## config.mk

```make
export PLATFORM = sky130hd
export DESIGN_NAME = gdc_ram
export DESIGN_NICKNAME = d
export VERILOG_FILES = /design/src/rtl/gdc_ram.sv
export SDC_FILE = /design/constraint.sdc
export NUM_CORES = 1
export LEC_CHECK = 0
export BUFFER_PORTS_ARGS = -buffer_cell sky130_fd_sc_hd__buf_2
export CAP_MARGIN = 20
export CORE_ASPECT_RATIO = 0.75
export CORE_UTILIZATION = 30
export CTS_BUF_LIST = sky130_fd_sc_hd__clkbuf_2 sky130_fd_sc_hd__clkbuf_4 sky130_fd_sc_hd__clkbuf_8
export DETAILED_ROUTE_END_ITERATION = 8
export PLACE_DENSITY_LB_ADDON = 0.05
export SLEW_MARGIN = 20
export SYNTH_ARGS = -nofsm -noshare
export SYNTH_HDL_FRONTEND = slang
export SYNTH_SLANG_ARGS = --single-unit
```

## constraint.sdc

```tcl
create_clock -name clk -period 2.8 [get_ports clk]
set_input_delay 0.84 -clock clk [delete_from_list [all_inputs] [get_ports clk]]
set_output_delay 0.84 -clock clk [all_outputs]
set_load 0.01 [all_outputs]
```

## src/rtl/gdc_ram.sv

```systemverilog
// Generic simple dual-port RAM with registered read.
// One write port, one read port; no dependencies.
module gdc_ram #(
	parameter int WIDTH = 8,
	parameter int DEPTH = 16
) (
	input  logic                     clk,
	input  logic                     wr_en,
	input  logic [$clog2(DEPTH)-1:0] wr_addr,
	input  logic [WIDTH-1:0]         wr_data,
	input  logic                     rd_en,
	input  logic [$clog2(DEPTH)-1:0] rd_addr,
	output logic [WIDTH-1:0]         rd_data
);

	logic [WIDTH-1:0] mem [DEPTH];

	// Write and registered read
	always_ff @(posedge clk) begin
		if (wr_en) begin
			mem[wr_addr] <= wr_data;
		end
		if (rd_en) begin
			rd_data <= mem[rd_addr];
		end
	end

endmodule

```

== Word level (Yosys, flattened, before mapping) ==
Memory sizes are Yosys's and may differ from the RTL's. A register that Yosys moved wholly into a read port is not among the register bits.
Index checks and enable logic that the tools add are counted.

* Mux-type cells: 2

{| class="wikitable"
|+ Operators by type and width
! operator !! count
|-
| two-way mux 1 bit || 2
|}

* Memories kept: 1
* Logic and storage cells: 3
* Input bits: 19
* Bits in registers: 0
* Bits in writable memories: 128
* Output and inout port bits: 8

{| class="wikitable"
|+ Memories
! name !! words !! bits a word !! read ports !! clocked after Yosys merged registers in !! wr ports !! line !! RTL
|-
| mem || 16 || 8 || 1 || 1 || 1 || 16 || <nowiki>logic [WIDTH-1:0] mem [DEPTH];</nowiki>
|}

== Longest topological paths before layout ==
Gate-level depths: netlist (run 1).

* Word-level depth: 2
* Gate-level depth with buffers: 5
* Mapped depth without buffers: 3

== Worst setup path after synthesis (run 1) ==
No wires, ideal clock.

* Path kind: input port to flip-flop
* From: in wr_addr[2]
* To: mem mem[0][0], enable pin
* Stages: 2
* Data required time: 2.417 ns
* Path buffers: 0
* Data arrival time: 1.950 ns
* Path slack: 0.467 ns
* Library setup time: 0.383 ns
* Cell sequence: or3b_2 > nor3_1

{| class="wikitable"
|+ RTL lines
! item !! line !! RTL
|-
| start: declaration || 9 || <nowiki>input logic [$clog2(DEPTH)-1:0] wr_addr,</nowiki>
|-
| end: declaration || 16 ||
|}

No word-level cell before the write port.

==> flow_summary_export.csv, run 1 <==
group,metric,value,unit
critical_path,crit_arrival,2.31,ns
clock_network,clock_latency,0.43,ns
critical_path,reg2reg_slack,1.30,ns
critical_path,ff2ff_path_depth,3,
floorplan,initial_core_util,0.309,
final_layout,final_cell_count_no_fill,513,
power,powerDensity,647,nW/um^2
final_layout,drive_gt1_frac,0.322,
floorplan,die_w,154,um
floorplan,io_pins,27,
logic_synthesis,synth_nets,248,
placed_design,place_ws,0.198,ns
floorplan,die-area,18000,sq um
grt,grt_max_degree,33,
route,vias_per_cell,4.74,
critical_path,path_class,"primary input to register",
floorplan,die_y,116,um
critical_path,r2r-start,"mem[9][3]",
sta,fin_crit_sh,0.760,
sta,worstMarginPinSlew,0.529,ns
critical_path,crit_path_end,"rd_data[3]",
logic_synthesis,synth_seq_cells,136,
logic_synthesis,synth_cell_type_count,18,
route,drcViolationCount,0,
power,peakVddDrop,0.284,mV
logic_synthesis,syn_area,5230,sq um
sta,slew_headroom,0.647,
clock_network,clockBufferDepth,2,
route,dr_total_vias,2432,
placed_design,numPlacedInstances,481,
clock_network,cts_htree_levels,4,
route,routed_wirelength,11.4,mm
sta,finalHoldViolCount,0,
placed_design,portBuffers,26,
sta,report.final.slew_viol_count,0,
logic_synthesis,syn-instance-count,229,
sta,final.setup.tns,0,ns
critical_path,crit_start,"rd_addr[0]",
final_layout,n_fill_cell,1593,
route,drt.antenna.violating_nets,0,
sta,fmax,0.470,GHz
power,p_leak,2.01,nW
clock_network,postCtsHoldBufs,0,
sta,grt_setup_unrepaired,"no",
grt,antenna_found_initial,0,
placed_design,place_congestion,0.663,
floorplan,core,16900,sq um
sta,fin_crit,2.13,ns
clock_network,clk_pin_slew,0.08,ns
clock_network,cts-resized-gates,0,
clock_network,numCtsBuffers,17,
final_layout,antenna_cells,0,
outcome,outcome,"finished, final reports clean",
critical_path,worst_setup_path_end_kind,"register",
final_layout,nNetsFinal,304,
flow_run,cap_viol_max_count,0,
clock_network,cts_sinks,136,
final_layout,area_delta_synth_final,16.0,%
placed_design,dp_hpwl,7.37,mm
hold_path,hold_class,"register to register",
grt,grt_pass1_vias,2550,
logic_synthesis,yosys_warnings,0,
logic_synthesis,synth-seq-area-share,0.781,
clock_network,cts_tree,"done",
sta,setup_ws,0.671,ns
floorplan,core.rowCount,41,
sta,finClkSkew,0.0108,ns
critical_path,cp_max_fo,11,
route,drt_iter0_drc,147,
route,dr.pass1.iters,4,
grt,grtUsageTotal,0.141,
grt,grt-ovfl-total,0,
logic_synthesis,avgSynthCellArea,22.8,sq um
grt,grt_pass1_wl,17.0,mm
clock_network,cts_root_buffer,"clkbuf_8",
critical_path,startpoint_type,"primary input",
clock_network,cts_setup_buffers,0,
route,wl_per_cell,22.3,um
sta,setup_violations,0,
critical_path,cp_data_required_time,2.98,ns
critical_path,r2r_end,"rd_data[3]",
-- layer usage --
metal | track usage | part of all wire | vias up
met3 | 0.0471 | 0.049 | 5
met5 | 0 | 0 | -
li1 | - | - | 1093
met4 | 0.0396 | 0.0081 | 0
met1 | 0.197 | 0.51 | 1276
met2 | 0.209 | 0.44 | 58
-- stage by stage --
stage          utilization  instance area [sq um]  power (mW)  hold WS (ns)
5_1_grt              0.358                   6060        4.09         0.770
4_1_cts              0.358                   6060        3.98         0.749
6_report             0.358                   6060        3.93         0.743
3_3_place_gp         0.338                   5720        2.58         0.742
2_1_floorplan            -                   5230        2.47         0.705
3_5_place_dp         0.338                   5720        2.58         0.731
-- how the worst min path moves through the flow --
stage / depth (start not counted) / from / endpoint
finish: 3 / mem[7][1] / rd_data[1]
global placement: 3 / mem[7][1] / rd_data[1]
detailed placement: 3 / mem[7][1] / rd_data[1]
CTS: 3 / mem[7][1] / rd_data[1]
global route: 1 / wr_data[1] / mem[2][1]
floorplan: 3 / mem[7][0] / rd_data[0]
-- critical path, stage by stage --
cell and delay (ns):
buf_2 0.22, buf_4 0.28, mux4_1 0.58, a22oi_1 0.28, nand2_1 0.10
-- final cells by class --
| cell class | instances | area (sq um) | share of cell area |
|---|---|---|---|
| clock buffer | 20 | 256 | 0.0423 |
| clock inverter | 12 | 85.1 | 0.0140 |
| tap | 215 | 269 | 0.0444 |
| multi-input combinational | 83 | 1060 | 0.174 |
| sequential | 136 | 4080 | 0.673 |
| timing repair buffer | 47 | 313 | 0.0516 |
-- logic make-up (layout without fill, tap and decap cells) --
kind of cell / count (synthesis) / in the layout / synth area share
compound gates: 16 / 16 / 0.0230
buf+inv: 10 / 79 / 0.0165
mux: 32 / 32 / 0.148
flops: 136 / 136 / 0.781
simple gates: 35 / 35 / 0.0314
-- cells in the mapped netlist, drive strengths merged --
cell type | count | area share
edfxtp | 136 | 0.78
mux4 | 32 | 0.15
a22oi | 16 | 0.023
nor2 | 13 | 0.0093
nand2 | 9 | 0.0065
buf | 7 | 0.011
nor3 | 4 | 0.0038
clkdlybuf4s25 | 3 | 0.0057
nand2b | 2 | 0.0024
nand3b | 2 | 0.0029
and2 | 1 | 0.0012
and2b | 1 | 0.0014
nand3 | 1 | 0.00096
nor2b | 1 | 0.0012
or3b | 1 | 0.0017
-- report_power, final --
| group | switching [mW] | leakage [nW] | total (mW) | internal [mW] |
|---|---|---|---|---|
| Clock | 0.693 | 0.185 | 1.40 | 0.710 |
| Combinational | 0.127 | 0.593 | 0.219 | 0.0914 |
| Sequential | 0.0121 | 1.24 | 2.30 | 2.29 |
-- placed cells by master (no fill, tap or decap) --
master      synthesis  layout
a22oi_1            16      16
and2_1              1       1
and2b_1             1       1
buf_12              0       2
buf_2               3      26
buf_4               1      19
bufinv_16           0       1
clkbuf_4            0       3
clkbuf_8            0      17
clkinv_1            0       2
clkinv_2            0       8
clkinvlp_4          0       1
edfxtp_1          136     136
mux4_1             14      14
mux4_2             18      18
nand2_1             9       9
nand2b_1            2       2
nand3_1             1       1
nand3b_1            2       2
nor2_1             13      13
nor2b_1             1       1
nor3_1              4       4
or3b_2              1       1
-- registers in the layout, indices dropped and copies added (netlist names) --
name and flops:
mem 128, rd_data 8
Power figures use the tool's default switching activity.
==> run 2, diff against run 1 <==
--- a/config.mk
+++ b/config.mk
@@ -5,6 +5,7 @@
 export SDC_FILE = /design/constraint.sdc
 export NUM_CORES = 1
 export LEC_CHECK = 0
+export ABC_AREA = 1
 export BUFFER_PORTS_ARGS = -buffer_cell sky130_fd_sc_hd__buf_2
 export CAP_MARGIN = 20
 export CORE_ASPECT_RATIO = 0.75
==> constraint.sdc (replaced) <==
create_clock -name clk -period 2.1 [get_ports clk]
set_input_delay 0.63 -clock clk [delete_from_list [all_inputs] [get_ports clk]]
set_output_delay 0.63 -clock clk [all_outputs]
set_load 0.01 [all_outputs]
==> run 2 against run 1 <==
  * Utilization decreased by 0.46 points
  * First-iteration DRC count increased by 89%
  * Sequential power increased by 33%
  * Final cell count increased by 66%
  * Combinational power increased by 74%
  * Hold slack got worse by 0.15 ns
  * Register-to-register slack got worse by 0.32 ns
  * Area after synthesis increased by 12%
  * Routed wire length increased by 30%
  * Flip-flop and latch count unchanged
==> flow_summary_export.csv, run 2 <==
group,metric,value,unit
outcome,outcome,"finished, final reports clean",
power,p_leak,2.83,nW
hold_path,hp-start,"wr_data[5]",
clock_network,cts_root_buffer,"clkbuf_8",
logic_synthesis,synth_edf_count,136,
final_layout,fin_util,0.354,
floorplan,core,18800,sq um
critical_path,path_class,"register to output port",
clock_network,cts-resized-gates,0,
final_layout,mostFrequentLayoutCells,"173 x nand2_1, 136 x edfxtp_1, 100 x inv_1",
hold_path,hold_class,"primary input to register",
final_layout,drive_gt1_frac,0.126,
power,p_int,3.99,mW
logic_synthesis,yosysTopAreaCellShare,0.698,
critical_path,worst_setup_path_end_kind,"output port",
placed_design,place_congestion,0.727,
grt,antenna_found_initial,0,
critical_path,critPathSlowestCell,"edfxtp_1",
final_layout,multiInputGateArea,1210,sq um
critical_path,cp_top_family,"flip-flops",
clock_network,cts_tree,"done",
sta,fmax,0.589,GHz
final_layout,largest_registers,"mem: 128 flops, rd_data: 8 flops",
route,vias_per_cell,4.35,
placed_design,dp_hpwl,9.18,mm
route,wl_per_cell,17.4,um
critical_path,cp_data_required_time,1.47,ns
critical_path,r2r_end,"rd_data[1]",
hold_path,hold_end,"mem[13][5]",
sta,final.setup.tns,0,ns
logic_synthesis,syn-instance-count,551,
floorplan,io_pins,27,
clock_network,clock_latency,0.43,ns
grt,grt_max_degree,65,
sta,finClkSkew,0.00537,ns
grt,grtUsageTotal,0.162,
route,drcViolationCount,0,
critical_path,worstPathCellList,"buf_2",
critical_path,r2r-start,"mem[8][1]",
final_layout,layout_commonest_cell,"nand2_1",
route,dr.pass1.iters,4,
logic_synthesis,synth_area_leaders,"edfxtp_1 70%, nand2_1 11%, nand3_1 8.3%",
flow_run,cap_viol_max_count,0,
sta,setup_violations,0,
final_layout,n_fill_cell,1900,
floorplan,core.rowCount,43,
clock_network,cts_htree_levels,4,
logic_synthesis,async_reset_ff_frac,0,
logic_synthesis,synth_cell_type_count,11,
power,finalPower,5.21,mW
floorplan,die_y,123,um
route,dr_total_vias,3699,
sta,finalHoldViolCount,0,
sta,fin_crit,1.70,ns
clock_network,clk_pin_slew,0.07,ns
grt,grt_pass1_wl,22.8,mm
placed_design,portBuffers,26,
power,switching_share,0.234,
grt,grt-ovfl-total,0,
final_layout,largest_register,"mem",
sta,worstMarginPinSlew,0.678,ns
power,seqPwrFrac,0.590,
power,peakVddDrop,0.340,mV
floorplan,die_w,163,um
critical_path,reg2reg_slack,0.98,ns
final_layout,regArea,4080,sq um
logic_synthesis,synth-seq-area-share,0.698,
power,powerDensity,785,nW/um^2
sta,slew_headroom,0.547,
clock_network,postCtsHoldBufs,0,
clock_network,numCtsBuffers,17,
critical_path,cp_max_fo,1,
sta,grt_setup_unrepaired,"no",
final_layout,area_delta_synth_final,13.6,%
clock_network,cts_sinks,136,
logic_synthesis,syn_area,5850,sq um
route,drt_iter0_drc,278,
final_layout,largest_reg_flops,128,
power,switching_power,1.22,mW
critical_path,crit_arrival,1.07,ns
logic_synthesis,synth_seq_cells,136,
floorplan,initial_core_util,0.311,
critical_path,startpoint_type,"register",
final_layout,antenna_cells,0,
critical_path,cp_slowest_stage_delay,0.46,ns
critical_path,ff2ff_path_depth,6,
logic_synthesis,synth_nets,570,
sta,fin_crit_sh,0.809,
route,drt.antenna.violating_nets,0,
logic_synthesis,yosys_warnings,0,
logic_synthesis,avgSynthCellArea,10.6,sq um
logic_synthesis,synthMostInstantiatedCell,"nand2_1",
route,routed_wirelength,14.8,mm
critical_path,path_buf_inv,1,
logic_synthesis,synth_common_cells,"173 x nand2_1, 136 x edfxtp_1, 100 x inv_1",
final_layout,nNetsFinal,614,
floorplan,die-area,20100,sq um
hold_path,hold_path_depth,1,
grt,grt_pass1_vias,3683,
clock_network,clockBufferDepth,2,
logic_synthesis,netlist.top_cell.by_area,"edfxtp_1",
clock_network,cts_setup_buffers,0,
power,clkPwrFrac,0.336,
power,combPwrFrac,0.073,
logic_synthesis,yosys_most_used_dff,"edfxtp_1",
sta,report.final.slew_viol_count,0,
## run 2: cell count changes in the layout (fill, tap and decap cells not counted), sizes merged, moves of 2 or more
cell / before / now
nand2: 9 / 173
inv: 0 / 102
nand3: 1 / 97
mux4: 32 / 0
a22oi: 16 / 0
clkinv: 10 / 6
nor2: 13 / 17
nor3: 4 / 0
buf: 47 / 49
nand2b: 2 / 0
## run 2: per-layer routing
layer  share of wire  vias to the layer above  global-route usage
met5               0                        -                   0
met4          0.0088                        0              0.0403
met3           0.035                        9              0.0406
met2            0.43                       48               0.242
met1            0.52                     1783               0.233
li1                -                     1859                   -
## run 2: how the worst max path moves through the flow
stage,start,to,cells after the start
after CTS,rd_data[6],rd_data[6],1
after global routing,rd_data[3],rd_data[3],1
after floorplan,wr_addr[2],mem[10][0],2
after detailed placement,rd_addr[1],rd_data[1],6
final,rd_data[4],rd_data[4],1
after global placement,rd_addr[1],rd_data[1],6
## run 2: power groups by stage
stage | sequential, mW | combinational, mW | clock, mW
2_1_floorplan | 3.14 | 0.214 | 0
3_3_place_gp | 3.13 | 0.395 | 0
3_5_place_dp | 3.13 | 0.395 | 0
4_1_cts | 3.07 | 0.397 | 1.83
5_1_grt | 3.08 | 0.433 | 1.94
6_report | 3.07 | 0.382 | 1.75
## run 2: cell type report
type | count | share of cell area
Clock buffer | 21 | 0.0398
Clock inverter | 7 | 0.00509
Inverter | 102 | 0.0577
Multi-Input combinational cell | 289 | 0.183
Sequential cell | 136 | 0.615
Tap cell | 247 | 0.0465
Timing Repair Buffer | 49 | 0.0531
## run 2: logic make-up after synthesis
kind of cell / after synthesis / synth area share
DFF: 136 / 0.698
and+or+nand+nor: 289 / 0.208
buffers and inverters: 126 / 0.0939
## run 2: worst register-to-register path: cells and delay by family, from the launching register on
family                 cells  cell delay, ns
buffers and inverters      1            0.06
AND/OR/NAND/NOR            5            0.43
flip-flops                 1            0.36
## run 2: per-stage QoR
stage               hold slack [ns]  area, sq um  cells  worst slack, ns
floorplan                     0.683         5850    551            0.519
CTS                           0.573         6640    851            0.364
finish                        0.592         6640    851            0.402
detailed placement            0.715         6340    823            0.135
global route                  0.565         6640    851            0.339
global placement              0.737         6340    823            0.152
