### config.mk
export PLATFORM = sky130hd
export DESIGN_NAME = gdc_merge
export DESIGN_NICKNAME = d
export VERILOG_FILES = /design/src/rtl/gdc_pkg.sv /design/src/rtl/gdc_merge.sv
export SDC_FILE = /design/constraint.sdc
export NUM_CORES = 1
export LEC_CHECK = 0
export BUFFER_PORTS_ARGS = -buffer_cell sky130_fd_sc_hd__buf_2
export CAP_MARGIN = 20
export CORE_AREA = 4 4 41 43
export DETAILED_ROUTE_END_ITERATION = 10
export DIE_AREA = 0 0 45 47
export GPL_ROUTABILITY_DRIVEN = 0
export PLACE_DENSITY = 0.7
export SLEW_MARGIN = 0
export SYNTH_ARGS = -nofsm -noshare
export SYNTH_HDL_FRONTEND = slang
export SYNTH_SLANG_ARGS = --single-unit
### constraint.sdc
create_clock -name vclk -period 2.55
set_input_delay 0.3825 -clock vclk [all_inputs]
set_output_delay 0.3825 -clock vclk [all_outputs]
set_load 0.01 [all_outputs]
### src/rtl/gdc_pkg.sv
// Package for the gradient direction classifier.
// Holds sizes, direction codes, register indexes, coefficient bundle and helpers.
// No dependencies.
package gdc_pkg;

	localparam int MAX_WIDTH  = 2048;
	localparam int MAX_HEIGHT = 2048;
	localparam int BORDER     = 4;
	localparam int COL_W      = $clog2(MAX_WIDTH);
	localparam int ROW_W      = $clog2(MAX_HEIGHT);
	localparam int LINES      = 4;
	localparam int PIX_W      = 24;
	localparam int LANES      = 3;
	localparam int LANE_LAT   = 6;
	localparam int CNT_W      = $clog2(LANE_LAT);

	typedef enum logic [2:0] {
		DIR_NONE = 3'd0,
		DIR_VERT = 3'd1,
		DIR_HORZ = 3'd2,
		DIR_MAIN = 3'd3,
		DIR_ANTI = 3'd4
	} dir_t;

	typedef enum logic [2:0] {
		REG_IMAGE_WIDTH  = 3'd0,
		REG_IMAGE_HEIGHT = 3'd1,
		REG_DIAG_GAIN    = 3'd2,
		REG_ACT_FACTOR   = 3'd3,
		REG_DOM_MARGIN   = 3'd4,
		REG_CROSS_MARGIN = 3'd5,
		REG_VOTE_THRESH  = 3'd6
	} reg_idx_t;

	typedef struct packed {
		logic [9:0] diag_gain;
		logic [9:0] activity_factor;
		logic [8:0] dominance_margin;
		logic [8:0] cross_margin;
	} coef_t;

	function automatic logic [7:0] absd(input logic [7:0] a, input logic [7:0] b);
		return (a > b) ? (a - b) : (b - a);
	endfunction

endpackage

### src/rtl/gdc_merge.sv
// Vote merge: counts the lane votes and picks the first direction at threshold.
// Depends on gdc_pkg.
module gdc_merge import gdc_pkg::*; (
	input  dir_t       votes [LANES],
	input  logic [1:0] vote_threshold,
	input  logic       interior,
	output dir_t       direction_class
);

	logic [1:0] cnt [1:4];

	// Count votes per direction
	always_comb begin
		for (int d = 1; d <= 4; d++) begin
			cnt[d] = '0;
			for (int l = 0; l < LANES; l++) begin
				if (votes[l] == dir_t'(3'(d)))
					cnt[d] = cnt[d] + 2'd1;
			end
		end
	end

	// Take the first direction in priority order; border gives none
	always_comb begin
		direction_class = DIR_NONE;
		if (interior) begin
			if (cnt[1] >= vote_threshold)
				direction_class = DIR_VERT;
			else if (cnt[2] >= vote_threshold)
				direction_class = DIR_HORZ;
			else if (cnt[3] >= vote_threshold)
				direction_class = DIR_MAIN;
			else if (cnt[4] >= vote_threshold)
				direction_class = DIR_ANTI;
		end
	end

endmodule

; Yosys cells after proc, flatten, opt, wreduce, memory -nomap -nowiden
; Cells that the tools add are included.
[classes]
n_reduce_logical = 0
eq_ne = 12
muxes = 17
multipliers = 0
addsub = 8
n_shift = 0
bitwise = 0
magnitude_cmp = 4
n_div = 0
[op_table]
columns = operator, count
row1 = $eq 3x2->1 const B, 6
row2 = $add 2x1->2 const B, 8
row3 = $mux 2, 8
row4 = $mux 3, 5
row5 = $eq 3x1->1 const B, 3
row6 = $eq 3x3->1 const B, 3
row7 = $ge 2x2->1, 4
row8 = $mux 1, 4
[word_totals]
ff_bits = 0
in_bits = 12
mem_count = 0
mem_bits_ro = 0
latch_bits = 0
ramBits = 0

; Logic depth before layout (Yosys ltp)
; Gate-level depths: netlist (run 1).
[logic_depth]
ltp_word = 12
ltp_mapped = 9

; Least setup slack after synthesis (run 1)
; OpenSTA, ideal clock, no wires.
[synth_path]
path_kind = input-to-output
startpoint = input votes[5] (netlist name)
endpoint = output direction_class[0]
n_path_buf = 0
path_slack_ns = 0.057
stages = 8
t_arrival_ns = 2.110
required_time_ns = 2.168
cell_sequence = or3b_1 > inv_1 > ha_1 > xnor2_1 > ha_1 > nand2b_4 > and2_1 > o32ai_1
[synth_between]
elab_chain_cells = 9
word_cells_on_any_way = 19
[synth_lines]
columns = element, line
row1 = from (decl), gdc_merge.sv:4  ; input dir_t votes [LANES],
row2 = $eq 3x2->1, gdc_merge.sv:17  ; if (votes[l] == dir_t'(3'(d)))
row3 = $mux 2, gdc_merge.sv:17
row4 = $add 2x1->2, gdc_merge.sv:18  ; cnt[d] = cnt[d] + 2'd1;
row5 = $mux 2, gdc_merge.sv:17
row6 = $ge 2x2->1, gdc_merge.sv:31  ; else if (cnt[3] >= vote_threshold)
row7 = $mux 3, gdc_merge.sv:31
row8 = $mux 3, gdc_merge.sv:29  ; else if (cnt[2] >= vote_threshold)
row9 = $mux 3 *, gdc_merge.sv:27  ; if (cnt[1] >= vote_threshold)
row10 = $mux 3 *, gdc_merge.sv:26  ; if (interior) begin
row11 = to (decl), gdc_merge.sv:7  ; output dir_t direction_class
; Mark *: on every way between the ends. The rest lies on a longest branch, timed or not.

; Final worst setup path (run 1)
[layout_path]
startpoint = input votes[3] (netlist name)
endpoint = output direction_class[0]
; The elaborated chain is that of the path after synthesis.

==> impl_results.md, run 1 <==
- Status: finished with violations
- Failing checks: negative setup slack
- Via count: 493
- Hold/Removal Path Class: input port to primary output
- WS Path Type: input port to primary output
- Largest net degree at the start of global routing: 5
- Final Cycle Share: 1.016
- Mux cell area share after synthesis: 0
- Synth Area in Compound Gates: 0.1291
- Max stage delay on crit path: 0.40 ns
- Cell Rows: 13
- FMAX: 385.8 MHz
- CORE AREA: 1301 µm²
- Crit path DAT: 2.21 ns
- Mean Syn Cell Area: 7.955 µm²
- Worst path bufs/invs: 3
- Crit-path cells: buf_6 > or3b_4 > inv_2 > ha_4 > xnor2_2 > ha_1 > nand2b_4 > and2_4 > o32ai_2 > buf_2
- Filler instances: 133
- Delay-heaviest family, CP: simple AND/OR/NAND/NOR gates
- Clk network pwr share: 0
- Final min period: 2.592 ns
- Internal Power: 71.99 µW
- Place WS: -0.1856 ns
- Synthesized area: 533.0 µm²
- Chip Height: 47 µm
- Nets: 116
- Xor and xnor area share after synthesis: 0.06573
- PortBufs: 15
- # setup viols final: 3
- Leakage: 0.3796 nW
- FF+latch count: 0
- Number of global-route vias before repair: 428
- Slew headroom: 0.7791
- DRT iter0 DRCs: 4
- Final Hold Vio Count: 0
- Antenna violations before repair: 0
- Cells after Synth: 67
- Number of detailed-route iterations in the first pass: 4
- Sequential power share: 0
- Switching power total: 57.04 µW
- Simple-gate share of the synthesized area: 0.3592
- Placed Area: 634.4 µm²
- Finished Cell Area: 767.0 µm²
- Share of cells above drive strength 1: 0.4651
- Grt ovf: 0
- First-pass GRT wire length: 1738 µm
- Crit-path max FO: 3
- RSZ-0062 raised after global routing: true
- Total GRT Usage: 0.1054
- Register area share after synthesis: 0
- Power Dens Cells: 168.2 nW/µm²
- Routed len/inst: 11.04 µm
- Slew Viols, Final: 0
- Detailed Route WL: 1115 µm
- I/O pin total: 15
- Highest-delay cell along the critical path: or3b_4
- DP Wirelength: 902.8 µm
- Comb power frac: 1.000
- CLK BUF: 0
- Antenna Violating Nets Remaining: 0
- Hold WS: 1.150 ns
- Drt via density: 4.881
- CP startpoint kind: input port
- WP data required: 2.17 ns
- Setup ws final: -0.04172 ns
- Worst Tran Pin Value: 0.3299 ns
- Endpoint class of the critical path: primary output
- Flip-flop and latch area: 0 µm²
- Synthesized Nets: 95
- Die footprint: 2115 µm²
- Yosys synthesis warning count: 0
- Syn-to-layout area delta: 43.90%
- Die span in x: 45 µm
- Maximum ir drop on the vdd rail: 0.00006152 V
- Adder-Cell Fraction of Synth Area: 0.3756
- Yosys cell types: 20
- Initial core utilization: 0.4096
- Maxcap violations: 0
- Largest family of logic cells by synthesized area: adder cells
- Drc violations: 0
- Sw Share: 0.4421
- N_diodes: 0
[stage by stage]
stage                     cells   TNS, ns  utilization  total power, mW
after detailed placement     98   -0.4148       0.4875          0.09781
final                       101  -0.07523       0.5894           0.1290
after global routing        101   -0.2840       0.5894           0.1442
after global placement       98   -0.3397       0.4875          0.09380
after floorplan              67         0            -          0.06643
after CTS                    99   -0.1277       0.5308           0.1123
[per-layer routing]
layer	up-vias	track usage	share of wire
met4	0	0	0
met5	-	0	0
met1	213	0.1393	0.43
met3	0	0	0.057
met2	14	0.2034	0.51
li1	266	-	-
[layout by cell type, fill, tap and decap left out, drive strengths merged]
cell type,synthesis,final
ha,16,16
and2,3,3
a211oi,1,1
nor3b,4,4
xor2,1,1
xnor2,3,3
nand2,2,2
nand2b,5,5
o21ai,1,1
and3b,1,1
a21boi,1,1
and4b,1,1
buf,0,19
inv,10,10
or3b,2,2
nand3b,2,2
o32ai,1,1
nor2,6,6
a21oi,7,7
[tightest hold or removal path, delay by kind of cell]
kind            cells  cell delay, ns
buf+inv             3            0.30
compound gates      1            0.09
[power by group through the flow]
stage	Combinational, mW	Sequential, mW	Clock, mW
after floorplan	0.0664	0	0
after global placement	0.0938	0	0
after detailed placement	0.0978	0	0
after CTS	0.112	0	0
after global routing	0.144	0	0
final	0.129	0	0
[kinds of logic after synthesis]
kind of cell,Yosys count
buffers and inverters,10
xor gates and xnor gates,4
adders and majority gates,16
and+or+nand+nor,26
AOI/OAI and AO/OA,11
[path summary, 6_finish.rpt]
| kind | from | cells after the start | to |
|---|---|---|---|
| hold / removal | interior | 4 | direction_class[0] |
| setup / recovery | votes[3] | 10 | direction_class[0] |
[synthesized netlist by cell type, types with 2 or more instances]
library cell,number,area (µm²)
ha_1,16,200.2
inv_1,10,37.54
a21oi_1,7,35.03
nor2_1,6,22.52
and2_1,3,18.77
nand2b_1,3,18.77
nor3b_2,3,37.54
xnor2_1,3,26.28
nand2_1,2,7.510
nand2b_4,2,27.53
nand3b_1,2,15.01
or3b_1,2,17.52
[area by class of cell]
cell class                      count  area (µm²)  share of cell area
Inverter                           10       37.54             0.04894
Multi-Input combinational cell     57       586.8              0.7651
Timing Repair Buffer               19       123.9              0.1615
Tap cell                           15       18.77             0.02447
[what timing repair did]
action	4_1_cts	5_1_grt
pin swaps	10	4
buffers inserted	1	2
cloned	0	0
endpoints found under the hold margin	0	0
hold buffers	0	0
gates resized for setup	10	10
endpoints found under the setup margin	3	3
(Power assumes the default switching activity.)
==> run 2: changes to the inputs <==
--- a/config.mk
+++ b/config.mk
@@ -7,11 +7,14 @@
 export LEC_CHECK = 0
 export BUFFER_PORTS_ARGS = -buffer_cell sky130_fd_sc_hd__buf_2
 export CAP_MARGIN = 20
-export CORE_AREA = 4 4 41 43
+export CELL_PAD_IN_SITES_DETAIL_PLACEMENT = 2
+export CELL_PAD_IN_SITES_GLOBAL_PLACEMENT = 2
+export CORE_MARGIN = 4
+export CORE_UTILIZATION = 32
 export DETAILED_ROUTE_END_ITERATION = 10
-export DIE_AREA = 0 0 45 47
 export GPL_ROUTABILITY_DRIVEN = 0
-export PLACE_DENSITY = 0.7
+export MAX_ROUTING_LAYER = met4
+export PLACE_DENSITY = 0.92
 export SLEW_MARGIN = 0
 export SYNTH_ARGS = -nofsm -noshare
 export SYNTH_HDL_FRONTEND = slang
==> run 2 against run 1 <==
Net effect:
- the flow still finishes with violations (negative setup slack)
- non-clock buffer count is the same
- hold slack gained 0.012 ns
- combinational power grew 7%
- utilization shrank 9.7 points
- largest power group unchanged
- design area shrank 0.98%
- setup slack lost 0.060 ns
- cell count grew 0.99%
- global-route usage grew 8.7 points
- via count grew 15%
- count of clock-buffer cells in the layout is the same
==> impl_results.md, run 2 (synthesis gave the netlist of run 1 again) <==
- N_diodes: 0
- DP Wirelength: 1280 µm
- Endpoint class of the critical path: primary output
- Via count: 566
- Hold WS: 1.162 ns
- Antenna Violating Nets Remaining: 0
- Detailed Route WL: 2032 µm
- RSZ-0062 raised after global routing: true
- Nets: 116
- Delay-heaviest family, CP: simple AND/OR/NAND/NOR gates
- WP data required: 2.17 ns
- Crit-path max FO: 3
- Most common cell after layout, fill and taps aside: ha_1
- First-pass GRT wire length: 3539 µm
- Drc violations: 0
- CORE AREA: 1541 µm²
- Failing checks: negative setup slack
- Final Cycle Share: 1.040
- Die span in x: 48.81 µm
- Crit-path cells: buf_6 > or3b_4 > inv_2 > ha_4 > xnor2_2 > ha_1 > nand2b_4 > a211oi_4 > and4b_1 > buf_2
- Syn-to-layout area delta: 42.49%
- Grt ovf: 0
- Maxcap violations: 0
- FMAX: 377.1 MHz
- Final Hold Vio Count: 0
- Hold-fix buffers at CTS: 0
- Final Util: 0.4927
- WS Path Type: input port to primary output
- Chip Height: 48.81 µm
- CLK BUF: 0
- Flip-flop and latch area: 0 µm²
- Max stage delay on crit path: 0.39 ns
- Die footprint: 2382 µm²
- Antenna violations before repair: 0
- Status: finished with violations
- Highest-delay cell along the critical path: or3b_4
- Number of global-route vias before repair: 719
- Maximum ir drop on the vdd rail: 0.00005923 V
- Share of cells above drive strength 1: 0.4651
- Number of detailed-route iterations in the first pass: 2
- Hold/Removal Path Class: input port to primary output
- Largest net degree at the start of global routing: 5
- # setup viols final: 3
- Power Dens Cells: 181.9 nW/µm²
- PortBufs: 15
- DRT iter0 DRCs: 3
- Routed len/inst: 19.92 µm
- Slew Viols, Final: 0
- Worst Tran Pin Value: 0.3916 ns
- Most frequent cells in the layout: ha_1 (14), buf_2 (12), inv_1 (8)
- Slew headroom: 0.7378
- Total GRT Usage: 0.1922
- Worst path bufs/invs: 3
- CP startpoint kind: input port
- Cell Rows: 14
- Initial core utilization: 0.3458
- Setup ws final: -0.1015 ns
- Leakage: 0.3804 nW
- FF+latch count: 0
- Drt via density: 5.549
- Final min period: 2.651 ns
- I/O pin total: 15
- Crit path DAT: 2.27 ns
[run 2: cell counts in the layout (fill, tap and decap cells not counted)]
No cell type changed its count.
[run 2: area by class of cell]
cell class / instances / area (µm²)
inverters: 10 / 37.54
fillers: 182 / 782.0
repair buffers: 19 / 123.9
well taps: 16 / 20.02
multi-input cells: 57 / 578.1
[run 2: final timing paths]
kind                     start  slack [ns]                  to  depth (start not counted)
worst max-delay path  votes[4]       -0.10  direction_class[2]                         10
worst min-delay path  interior        1.16  direction_class[0]                          4
[run 2: metal layers]
| metal | GRT usage | up-vias | routed length [µm] |
|---|---|---|---|
| met2 | 0.3674 | 26 | 1118 |
| met1 | 0.1886 | 266 | 736 |
| li1 | - | 266 | - |
| met4 | 0.07175 | 0 | 73 |
| met5 | - | - | 0 |
| met3 | 0.03364 | 8 | 103 |
[run 2: timing repair]
action,CTS,global route
resized for setup,17,2
endpoints found under the setup margin,3,3
pin swaps,12,2
buffers inserted,2,0
[run 2: power by group]
group | total, mW | internal (mW) | switching [mW]
Sequential | 0 | 0 | 0
Combinational | 0.138 | 0.0706 | 0.0675
Clock | 0 | 0 | 0
Total | 0.138 | 0.0706 | 0.0675
[run 2: per-stage QoR]
stage	setup slack [ns]	std cells	TNS, ns	power, mW	cell area, µm²
detailed placement	-0.2630	100	-0.6095	0.1042	643.1
global placement	-0.1178	100	-0.3298	0.09616	643.1
finish	-0.1015	102	-0.2176	0.1381	759.5
CTS	-0.07872	102	-0.2081	0.1272	748.2
global route	-0.2105	102	-0.5140	0.1531	759.5
floorplan	0.05743	67	0	0.06643	533.0
==> run 3: changes to the inputs <==
--- a/config.mk
+++ b/config.mk
@@ -10,11 +10,11 @@
 export CELL_PAD_IN_SITES_DETAIL_PLACEMENT = 2
 export CELL_PAD_IN_SITES_GLOBAL_PLACEMENT = 2
 export CORE_MARGIN = 4
-export CORE_UTILIZATION = 32
+export CORE_UTILIZATION = 28
 export DETAILED_ROUTE_END_ITERATION = 10
 export GPL_ROUTABILITY_DRIVEN = 0
 export MAX_ROUTING_LAYER = met4
-export PLACE_DENSITY = 0.92
+export PLACE_DENSITY = 0.85
 export SLEW_MARGIN = 0
 export SYNTH_ARGS = -nofsm -noshare
 export SYNTH_HDL_FRONTEND = slang
==> constraint.sdc (replaced) <==
create_clock -name vclk -period 2.3
set_input_delay 0.345 -clock vclk [all_inputs]
set_output_delay 0.345 -clock vclk [all_outputs]
set_load 0.01 [all_outputs]
==> run 3 against run 2 <==
Net effect:
- the flow still finishes with violations (negative setup slack)
- cell count up 11%
- sequential share of layout area is the same
- routed wire length fell by 28%
- design area fell by 1.5%
- highest routed layer is now met3
- hold slack lost 0.088 ns
- via count down 4.2%
- global-route usage decreased by 6.2 points
- critical path depth is the same
==> impl_results.md, run 3 (synthesis gave the netlist of run 1 again) <==
- N_diodes: 0
- WS Path Type: input port to primary output
- Switching power total: 62.56 µW
- Non-Filler Instances: 113
- Flip-flop and latch area: 0 µm²
- Placed Area: 684.4 µm²
- Via count: 542
- Internal Power: 74.46 µW
- Sequential power share: 0
- Slew Viols, Final: 0
- Crit-path max FO: 3
- Failing checks: negative setup slack
- Hold WS: 1.075 ns
- Setup crit start: votes[4]
- Final Hold Vio Count: 0
- CP Depth: 10
- Hold/Removal Path Class: input port to primary output
- Max stage delay on crit path: 0.39 ns
- FF+latch count: 0
- Most common cell after layout, fill and taps aside: ha_1
- Setup TNS: -0.6597 ns
- Endpoint class of the critical path: primary output
- Worst Tran Pin Value: 0.3397 ns
- Antenna violations before repair: 0
- DRT iter0 DRCs: 0
- CP startpoint kind: input port
- PortBufs: 15
- Number of global-route vias before repair: 631
- Nets: 118
- WP data required: 1.96 ns
- CLK BUF: 0
- Grt ovf: 0
- Leakage: 0.3849 nW
- # setup viols final: 3
- CORE AREA: 1764 µm²
- Clk network pwr share: 0
- Antenna Violating Nets Remaining: 0
- Routed len/inst: 12.94 µm
- Sw Share: 0.4566
- Finished Cell Area: 748.2 µm²
- Number of detailed-route iterations in the first pass: 1
- Hold-fix buffers at CTS: 0
- Comb power frac: 1.000
- First-pass GRT wire length: 2704 µm
- Drc violations: 0
- Syn-to-layout area delta: 40.38%
- Drt via density: 4.796
- Maximum ir drop on the vdd rail: 0.00005625 V
- Final min period: 2.536 ns
- Slew headroom: 0.7725
- Maxcap violations: 0
- Detailed Route WL: 1462 µm
- # placed instances: 111
- Final total power: 137.0 µW
- Chip Height: 51.63 µm
- Die footprint: 2666 µm²
- DP Wirelength: 1242 µm
- Crit-path cells: buf_6 > or3b_4 > inv_2 > ha_4 > xnor2_2 > ha_1 > nand2b_4 > a211oi_2 > and4b_1 > buf_2
- Crit path DAT: 2.19 ns
- Final Cycle Share: 1.102
- RSZ-0062 raised after global routing: true
- Initial core utilization: 0.3021
- Power Dens Cells: 183.1 nW/µm²
- Worst path bufs/invs: 3
- Setup ws final: -0.2357 ns
- I/O pin total: 15
- Share of cells above drive strength 1: 0.4205
- Status: finished with violations
- Critical Path Sink: direction_class[2]
- Total GRT Usage: 0.1305
- Largest net degree at the start of global routing: 5
- Cell Rows: 15
- Delay-heaviest family, CP: simple AND/OR/NAND/NOR gates
- FMAX: 394.4 MHz
- Most frequent cells in the layout: ha_1 (15), buf_2 (12), inv_1 (8)
- Die span in x: 51.63 µm
- Highest-delay cell along the critical path: or3b_4
run 3: power by group through the flow:
stage	clock, mW	sequential [mW]	combinational, mW
floorplan	0	0	0.0798
global placement	0	0	0.119
detailed placement	0	0	0.126
CTS	0	0	0.136
global route	0	0	0.157
finish	0	0	0.137
run 3: cell type report:
class / instances / area [µm²]
repair buffers: 21 / 138.9
multi-input cells: 57 / 540.5
inverters: 10 / 37.54
fillers: 218 / 1016
well taps: 25 / 31.28
run 3: what timing repair did:
item	CTS	global route
setup endpoints to repair	3	3
buffers inserted	1	1
resized for setup	9	1
pin swaps	3	1
run 3: worst min-delay path by stage:
stage,startpoint,end,slack (ns),cells after the start
3_5_place_dp,interior,direction_class[0],1.08,4
6_report,interior,direction_class[0],1.07,4
2_1_floorplan,interior,direction_class[0],0.85,2
5_1_grt,interior,direction_class[0],1.12,4
3_3_place_gp,interior,direction_class[0],1.06,4
4_1_cts,interior,direction_class[0],1.08,4
run 3: metrics by stage:
stage,worst slack (ns),util
2_1_floorplan,-0.005334,-
4_1_cts,-0.2414,0.4170
3_3_place_gp,-0.2688,0.3879
3_5_place_dp,-0.3018,0.3879
5_1_grt,-0.3578,0.4241
6_report,-0.2357,0.4241
run 3: metal layers:
layer,wire [µm],share of wire,GRT usage,vias up
li1,-,-,-,272
met5,0,0,-,-
met2,835,0.57,0.2754,14
met4,0,0,0,0
met1,562,0.38,0.1409,256
met3,64,0.044,0.002865,0
